$ cat src/rtl/arpc_pkg.sv
package arpc_pkg;

    localparam int unsigned ENTRIES_DEF = 16;
    localparam int unsigned IP_W        = 32;
    localparam int unsigned MAC_W       = 48;
    localparam int unsigned TICK_W      = 64;
    localparam int unsigned TTL_W       = 32;

    localparam logic [TTL_W-1:0] TTL_RESET = 32'd300000;

    localparam logic FUNC_LEARN  = 1'b0;
    localparam logic FUNC_LOOKUP = 1'b1;

    typedef enum logic [1:0] {
        ST_IDLE,
        ST_SCAN,
        ST_DRAIN,
        ST_RESOLVE
    } arpc_state_t;

    // Controller to datapath.
    typedef struct packed {
        logic load;    // capture the input word, bump the tick, restart the scan
        logic issue;   // read the entry at the scan index and advance
        logic commit;  // update the table on a learn and load the result register
    } arpc_cmd_t;

    // Datapath to controller.
    typedef struct packed {
        logic scan_last;  // scan index sits on the last entry
        logic out_busy;   // result register holds a word that is not taken
    } arpc_sts_t;

endpackage

$ cat src/rtl/arpc_ctrl.sv
module arpc_ctrl import arpc_pkg::*; (
    input  logic      aclk,
    input  logic      aresetn,
    input  logic      s_valid,
    output logic      s_ready,
    input  arpc_sts_t sts,
    output arpc_cmd_t cmd
);

    arpc_state_t state_reg;
    arpc_state_t state_next;

    always_ff @(posedge aclk) begin
        if (!aresetn) begin
            state_reg <= ST_IDLE;
        end else begin
            state_reg <= state_next;
        end
    end

    always_comb begin
        state_next = state_reg;
        case (state_reg)
            ST_IDLE: begin
                if (s_valid) begin
                    state_next = ST_SCAN;
                end
            end
            ST_SCAN: begin
                if (sts.scan_last) begin
                    state_next = ST_DRAIN;
                end
            end
            ST_DRAIN: begin
                state_next = ST_RESOLVE;
            end
            ST_RESOLVE: begin
                if (!sts.out_busy) begin
                    state_next = ST_IDLE;
                end
            end
            default: begin
                state_next = ST_IDLE;
            end
        endcase
    end

    always_comb begin
        s_ready    = 1'b0;
        cmd.load   = 1'b0;
        cmd.issue  = 1'b0;
        cmd.commit = 1'b0;
        case (state_reg)
            ST_IDLE: begin
                s_ready  = 1'b1;
                cmd.load = s_valid;
            end
            ST_SCAN: begin
                cmd.issue = 1'b1;
            end
            ST_DRAIN: begin
            end
            ST_RESOLVE: begin
                // hold the result until the output register can take it
                cmd.commit = !sts.out_busy;
            end
            default: begin
            end
        endcase
    end

endmodule

$ cat src/rtl/arpc_dp.sv
module arpc_dp import arpc_pkg::*; #(
    parameter int unsigned ENTRIES = ENTRIES_DEF
) (
    input  logic             aclk,
    input  logic             aresetn,
    input  logic             s_func,
    input  logic [IP_W-1:0]  s_ip_addr,
    input  logic [MAC_W-1:0] s_mac_in,
    output logic             m_valid,
    input  logic             m_ready,
    output logic             m_hit,
    output logic [MAC_W-1:0] m_mac_out,
    input  logic             cfg_wr_en,
    input  logic [TTL_W-1:0] cfg_wr_data,
    input  arpc_cmd_t        cmd,
    output arpc_sts_t        sts
);

    localparam int unsigned IDX_W = $clog2(ENTRIES);

    // Table storage
    logic [IP_W-1:0]   ip_mem    [ENTRIES];
    logic [MAC_W-1:0]  mac_mem   [ENTRIES];
    logic [TICK_W-1:0] stamp_mem [ENTRIES];
    logic [ENTRIES-1:0] valid_reg;

    logic [TTL_W-1:0]  ttl_reg;
    logic [TICK_W-1:0] tick_reg;

    // Current word
    logic              func_reg;
    logic [IP_W-1:0]   key_ip_reg;
    logic [MAC_W-1:0]  key_mac_reg;

    // Scan
    logic [IDX_W-1:0]  idx_reg;
    logic              eval_reg;
    logic [IDX_W-1:0]  eval_idx_reg;
    logic [IP_W-1:0]   rd_ip_reg;
    logic [MAC_W-1:0]  rd_mac_reg;
    logic [TICK_W-1:0] rd_stamp_reg;

    // Trackers
    logic              match_reg;
    logic [IDX_W-1:0]  match_idx_reg;
    logic [MAC_W-1:0]  match_mac_reg;
    logic [TICK_W-1:0] age_reg;
    logic              free_reg;
    logic [IDX_W-1:0]  free_idx_reg;
    logic              min_seen_reg;
    logic [IDX_W-1:0]  min_idx_reg;
    logic [TICK_W-1:0] min_stamp_reg;

    // Result register
    logic              m_valid_reg;
    logic              m_hit_reg;
    logic [MAC_W-1:0]  m_mac_out_reg;

    logic              ent_valid;
    logic              ent_match;
    logic              ent_older;
    logic [IDX_W-1:0]  victim;
    logic              do_learn;
    logic              lookup_hit;

    assign ent_valid  = valid_reg[eval_idx_reg];
    assign ent_match  = ent_valid && (rd_ip_reg == key_ip_reg);
    assign ent_older  = ent_valid && (!min_seen_reg || (rd_stamp_reg < min_stamp_reg));
    assign victim     = match_reg ? match_idx_reg : (free_reg ? free_idx_reg : min_idx_reg);
    assign do_learn   = cmd.commit && (func_reg == FUNC_LEARN);
    assign lookup_hit = match_reg && (age_reg <= {{(TICK_W-TTL_W){1'b0}}, ttl_reg});

    assign sts.scan_last = (idx_reg == IDX_W'(ENTRIES - 1));
    assign sts.out_busy  = m_valid_reg && !m_ready;

    assign m_valid   = m_valid_reg;
    assign m_hit     = m_hit_reg;
    assign m_mac_out = m_mac_out_reg;

    // Control state
    always_ff @(posedge aclk) begin
        if (!aresetn) begin
            ttl_reg      <= TTL_RESET;
            tick_reg     <= '0;
            valid_reg    <= '0;
            idx_reg      <= '0;
            eval_reg     <= 1'b0;
            match_reg    <= 1'b0;
            free_reg     <= 1'b0;
            min_seen_reg <= 1'b0;
            m_valid_reg  <= 1'b0;
        end else begin
            if (cfg_wr_en) begin
                ttl_reg <= cfg_wr_data;
            end
            eval_reg <= cmd.issue;
            if (cmd.load) begin
                tick_reg     <= tick_reg + TICK_W'(1);
                idx_reg      <= '0;
                match_reg    <= 1'b0;
                free_reg     <= 1'b0;
                min_seen_reg <= 1'b0;
            end else begin
                if (cmd.issue) begin
                    idx_reg <= idx_reg + IDX_W'(1);
                end
                if (eval_reg) begin
                    if (ent_match && !match_reg) begin
                        match_reg <= 1'b1;
                    end
                    if (!ent_valid && !free_reg) begin
                        free_reg <= 1'b1;
                    end
                    if (ent_older) begin
                        min_seen_reg <= 1'b1;
                    end
                end
            end
            if (do_learn) begin
                valid_reg[victim] <= 1'b1;
            end
            if (cmd.commit) begin
                m_valid_reg <= 1'b1;
            end else if (m_ready) begin
                m_valid_reg <= 1'b0;
            end
        end
    end

    // Payload
    always_ff @(posedge aclk) begin
        if (cmd.load) begin
            func_reg    <= s_func;
            key_ip_reg  <= s_ip_addr;
            key_mac_reg <= s_mac_in;
        end
        eval_idx_reg <= idx_reg;
        if (eval_reg) begin
            if (ent_match && !match_reg) begin
                match_idx_reg <= eval_idx_reg;
                match_mac_reg <= rd_mac_reg;
                age_reg       <= tick_reg - rd_stamp_reg;
            end
            if (!ent_valid && !free_reg) begin
                free_idx_reg <= eval_idx_reg;
            end
            // strict compare keeps the lowest index on equal stamps
            if (ent_older) begin
                min_idx_reg   <= eval_idx_reg;
                min_stamp_reg <= rd_stamp_reg;
            end
        end
        if (cmd.commit) begin
            if (func_reg == FUNC_LEARN) begin
                m_hit_reg     <= match_reg;
                m_mac_out_reg <= '0;
            end else begin
                m_hit_reg     <= lookup_hit;
                m_mac_out_reg <= lookup_hit ? match_mac_reg : '0;
            end
        end
    end

    // Table memories: one read port for the scan, one write port for the commit
    always_ff @(posedge aclk) begin
        if (cmd.issue) begin
            rd_ip_reg    <= ip_mem[idx_reg];
            rd_mac_reg   <= mac_mem[idx_reg];
            rd_stamp_reg <= stamp_mem[idx_reg];
        end
        if (do_learn) begin
            ip_mem[victim]    <= key_ip_reg;
            mac_mem[victim]   <= key_mac_reg;
            stamp_mem[victim] <= tick_reg;
        end
    end

endmodule

$ cat src/rtl/arp_cache_lru_ttl.sv
// ARP cache: ENTRIES IPv4-to-MAC bindings with LRU replacement and an age limit.
// s_func 0 learns s_ip_addr -> s_mac_in (updates a matching entry, else fills the lowest
// free slot, else evicts the oldest stamp); s_func 1 looks s_ip_addr up and hits when a
// valid entry matches and is no older than ttl_ticks (written on cfg_wr_en/cfg_wr_data,
// reset 300000). Every word advances a 64-bit operation tick; lookups never refresh
// stamps. One result word per input word. The table is scanned one entry per cycle
// through a single memory read port, then a drain state and a resolve state follow;
// the result is loaded into the output register in the resolve state, and a new word is
// taken only in the idle state, once the previous word has been resolved.
// A finished result waits in the output register while the next word is accepted; the
// next word's resolve cycle stalls until that register is taken.
module arp_cache_lru_ttl import arpc_pkg::*; #(
    parameter int unsigned ENTRIES = ENTRIES_DEF
) (
    input  logic             aclk,
    input  logic             aresetn,
    input  logic             s_valid,
    output logic             s_ready,
    input  logic             s_func,
    input  logic [IP_W-1:0]  s_ip_addr,
    input  logic [MAC_W-1:0] s_mac_in,
    output logic             m_valid,
    input  logic             m_ready,
    output logic             m_hit,
    output logic [MAC_W-1:0] m_mac_out,
    input  logic             cfg_wr_en,
    input  logic [TTL_W-1:0] cfg_wr_data
);

    arpc_cmd_t cmd;
    arpc_sts_t sts;

    arpc_ctrl u_ctrl (
        .aclk    (aclk),
        .aresetn (aresetn),
        .s_valid (s_valid),
        .s_ready (s_ready),
        .sts     (sts),
        .cmd     (cmd)
    );

    arpc_dp #(
        .ENTRIES (ENTRIES)
    ) u_dp (
        .aclk        (aclk),
        .aresetn     (aresetn),
        .s_func      (s_func),
        .s_ip_addr   (s_ip_addr),
        .s_mac_in    (s_mac_in),
        .m_valid     (m_valid),
        .m_ready     (m_ready),
        .m_hit       (m_hit),
        .m_mac_out   (m_mac_out),
        .cfg_wr_en   (cfg_wr_en),
        .cfg_wr_data (cfg_wr_data),
        .cmd         (cmd),
        .sts         (sts)
    );

endmodule

$ cat config.mk
export PLATFORM = sky130hd
export DESIGN_NAME = arp_cache_lru_ttl
export DESIGN_NICKNAME = d
export VERILOG_FILES = /design/src/rtl/arpc_pkg.sv /design/src/rtl/arpc_ctrl.sv /design/src/rtl/arpc_dp.sv /design/src/rtl/arp_cache_lru_ttl.sv
export SDC_FILE = /design/constraint.sdc
export NUM_CORES = 2
export LEC_CHECK = 0
export BUFFER_PORTS_ARGS = -buffer_cell sky130_fd_sc_hd__clkbuf_2
export CORE_MARGIN = 2
export CORE_UTILIZATION = 56
export CTS_BUF_LIST = sky130_fd_sc_hd__clkbuf_2
export CTS_CLUSTER_SIZE = 8
export DETAILED_ROUTE_END_ITERATION = 16
export MAX_ROUTING_LAYER = met4
export PLACE_DENSITY_LB_ADDON = 0.2
export RECOVER_POWER = 100
export REMOVE_ABC_BUFFERS = 1
export SKIP_CTS_REPAIR_TIMING = 1
export SLEW_MARGIN = 20
export SYNTH_ARGS = -nofsm -noshare
export SYNTH_HDL_FRONTEND = slang
export SYNTH_SLANG_ARGS = --single-unit
$ cat constraint.sdc
create_clock -name aclk -period 11.7 [get_ports aclk]
set_input_delay 0.585 -clock aclk [delete_from_list [all_inputs] [get_ports aclk]]
set_output_delay 0.585 -clock aclk [all_outputs]
set_load 0.02 [all_outputs]
==> results.sh <==
export IMPL_synth_area_um2=112000
export IMPL_drv_slew=1352
export IMPL_p_leak_nw=41.4
export IMPL_multi_input_area_um2=25400
export IMPL_arrival_ns=9.34
export IMPL_dieHeight_um=452
export IMPL_grt_pass1_wl_mm=364
export IMPL_via_count=56768
export IMPL_hp_class="input pin to register"
export IMPL_core_area_um2=200000
export IMPL_cp_cell_sequence="inv_1, ha_1, clkbuf_1, clkbuf_1"
export IMPL_power_density_nw_per_um2=174
export IMPL_clock_sinks=2893
export IMPL_synth_edf_count=2766
export IMPL_syn_inst=5294
export IMPL_synth_top_cell_area_share_pct=73.8
export IMPL_ios=169
export IMPL_die_width_um=452
export IMPL_whs_ns=0.168
export IMPL_seq_area_um2=85600
export IMPL_netlist_top_cells_count="edfxtp_1, mux4_2, inv_1"
export IMPL_cap_viol_max_count=36
export IMPL_rsz0062_at_grt="no"
export IMPL_dp_cells=7975
export IMPL_yosysWarnings=0
export IMPL_period_share_pct=68.8
export IMPL_start_util_pct=56.3
export IMPL_worst_setup_path_type="register to register"
export IMPL_setup_viol=0
export IMPL_worstPathMaxFanout=45
export IMPL_synth_seq_area_share_pct=76.1
export IMPL_critPathMaxStageDelay_ns=2.93
export IMPL_hpwlAfterDp_mm=122
export IMPL_status="complete, but fails checks"
export IMPL_cpMostUsedCell="clkbuf_1"
export IMPL_cts_reportedPaths_clkPinSlew_ns=0.11
export IMPL_ir_drop_mv=0.135
export IMPL_fin_tns_setup_ns=0
export IMPL_grt_pass1_vias=57872
export IMPL_place_ws_ns=6.42
export IMPL_drive_gt1_share_pct=28.3
export IMPL_fin_ws_ns=3.66
export IMPL_stdcell_count=9581
export IMPL_relSlewSlack_pct=-186
export IMPL_grtUsageTotal_pct=25.0
export IMPL_drtIter0Drc=5492
export IMPL_crit_required_ns=12.99
export IMPL_reg_top3="u_dp.stamp_mem: 1024 flops, u_dp.mac_mem: 768 flops, u_dp.ip_mem: 512 flops"
export IMPL_synth_main_ff_cell="edfxtp_1"
export IMPL_die_area_um2=204000
export IMPL_wirelength_mm=250
export IMPL_drcViolationCount=0
export IMPL_ys_seq_elements=2893
export IMPL_yosysMostFrequentCell="edfxtp_1"
export IMPL_total_power_mw=22.0
export IMPL_cts_made_buffers=714
export IMPL_cts_tree="done"
export IMPL_insertion_delay_ns=1.95
export IMPL_routed_via_density=5.93
export IMPL_overflow=0
export IMPL_nFillCells=13841
export IMPL_antenna_found_initial=6
export IMPL_gp_congestion=0.855
export IMPL_hold_violations=0
export IMPL_postRouteAntennaNets=0
export IMPL_worst_clock_skew_ns=0.235
export IMPL_nets=6699
export IMPL_largest_reg_flops=1024
export IMPL_critPathCaptureType="register"
export IMPL_dr_pass1_iters=6
export IMPL_synthTopCellsByArea="edfxtp_1, mux4_2, dfxtp_1"
export IMPL_wl_per_cell_um=26.1
export IMPL_max_freq_mhz=124
export IMPL_avgSynthCellArea_um2=21.2
export IMPL_violations="capacitance limit, slew limit"
export IMPL_critPathLaunchType="register"
export IMPL_io_buffers=168
export IMPL_worst_pin_slew_ns=4.29
export IMPL_top_register="u_dp.stamp_mem"
export IMPL_async_flop_share_pct=0
export IMPL_ff2ff_setup_slack_ns=3.66
export IMPL_netlist_cell_type_count=65
export IMPL_crit_slowest_cell="clkbuf_1"
export IMPL_rows=164
export IMPL_cts_root_buf="clkbuf_2"
export IMPL_clk_path_buf_depth=4
export IMPL_grt_max_degree=145
export IMPL_area_delta_synth_final_pct=12.3
export IMPL_fin_crit_ns=8.04
export IMPL_htree_levels=6
export IMPL_yosysTopAreaCell="edfxtp_1"
==> cell type report <==
cell class | instances | share of cell area [%]
clock inverter | 185 | 0.739
antenna | 13 | 0.0257
tap | 2656 | 2.63
sequential | 2893 | 67.7
clock buffer | 1027 | 4.07
multi-input combinational | 1995 | 20.1
timing repair buffer | 625 | 4.15
inverter | 187 | 0.556
==> worst max-delay path, delay by kind of cell (launching register included) <==
family	cells	cell delay, ns
adder cells (fa/ha/maj)	1	1.94
buffers and inverters	3	5.17
flip-flops	1	0.35
==> through the flow <==
| step | cell area (µm²) | utilization [%] |
|---|---|---|
| after global routing | 126000 | 63.3 |
| after detailed placement | 117000 | 58.5 |
| after global placement | 117000 | 58.5 |
| after floorplan | 112000 | - |
| final | 126000 | 63.3 |
| after CTS | 123000 | 61.5 |
==> cells in the final DEF (no fill, tap or decap), types with 15 or more instances in the layout <==
cell | Yosys | layout
mux2i_1 | 32 | 32
clkbuf_2 | 0 | 1125
a21oi_1 | 106 | 106
buf_4 | 0 | 38
xor2_1 | 69 | 69
nor2_1 | 79 | 75
o21ai_0 | 67 | 67
inv_1 | 187 | 186
a21boi_0 | 19 | 19
edfxtp_1 | 2766 | 2766
clkbuf_1 | 162 | 93
clkinv_1 | 0 | 146
nand2b_1 | 17 | 17
xnor2_1 | 72 | 72
buf_12 | 0 | 16
nor2b_1 | 45 | 45
ha_1 | 164 | 164
dlygate4sd3_1 | 0 | 380
and2_1 | 106 | 28
inv_2 | 0 | 15
nor4_1 | 21 | 20
nand2_1 | 109 | 109
nand4_1 | 48 | 48
a21o_1 | 63 | 63
nor3_1 | 20 | 21
o21a_1 | 30 | 30
dfxtp_1 | 127 | 126
and2_0 | 0 | 78
mux4_2 | 725 | 725
nand3_1 | 54 | 54
or3_1 | 21 | 21
and3_1 | 18 | 18
==> routing by layer <==
layer  wire [µm]  GRT usage, %  up-vias  part of all wire [%]
met5           0             -        -                     0
met4        5480          7.80        0                   2.2
met3       16600          4.69      367                   6.7
met2      127000          39.6     2249                    51
met1      101000          33.5    29674                    40
li1            -             -    24478                     -
==> cell families after synthesis <==
group,synth area share [%]
flops,76.1
buf+inv,1.36
fa+ha+maj,1.84
mux,14.8
compound gates,2.15
simple gates,2.65
xor+xnor,1.10
==> report_power, final <==
group          internal (mW)  total [mW]  switching [mW]
sequential              12.1        12.6           0.478
combinational           1.56        3.07            1.51
clock                   2.50        6.37            3.87
==> final timing paths <==
kind                        from               endpoint  cells after the start
max          u_ctrl.state_reg[1]  u_dp.rd_stamp_reg[63]                      4
min                      aresetn     u_dp.valid_reg[10]                      4
max reg2reg  u_ctrl.state_reg[1]  u_dp.rd_stamp_reg[63]                      4
min reg2reg   u_dp.rd_mac_reg[5]  u_dp.match_mac_reg[5]                      0
(Power assumes the default switching activity.)
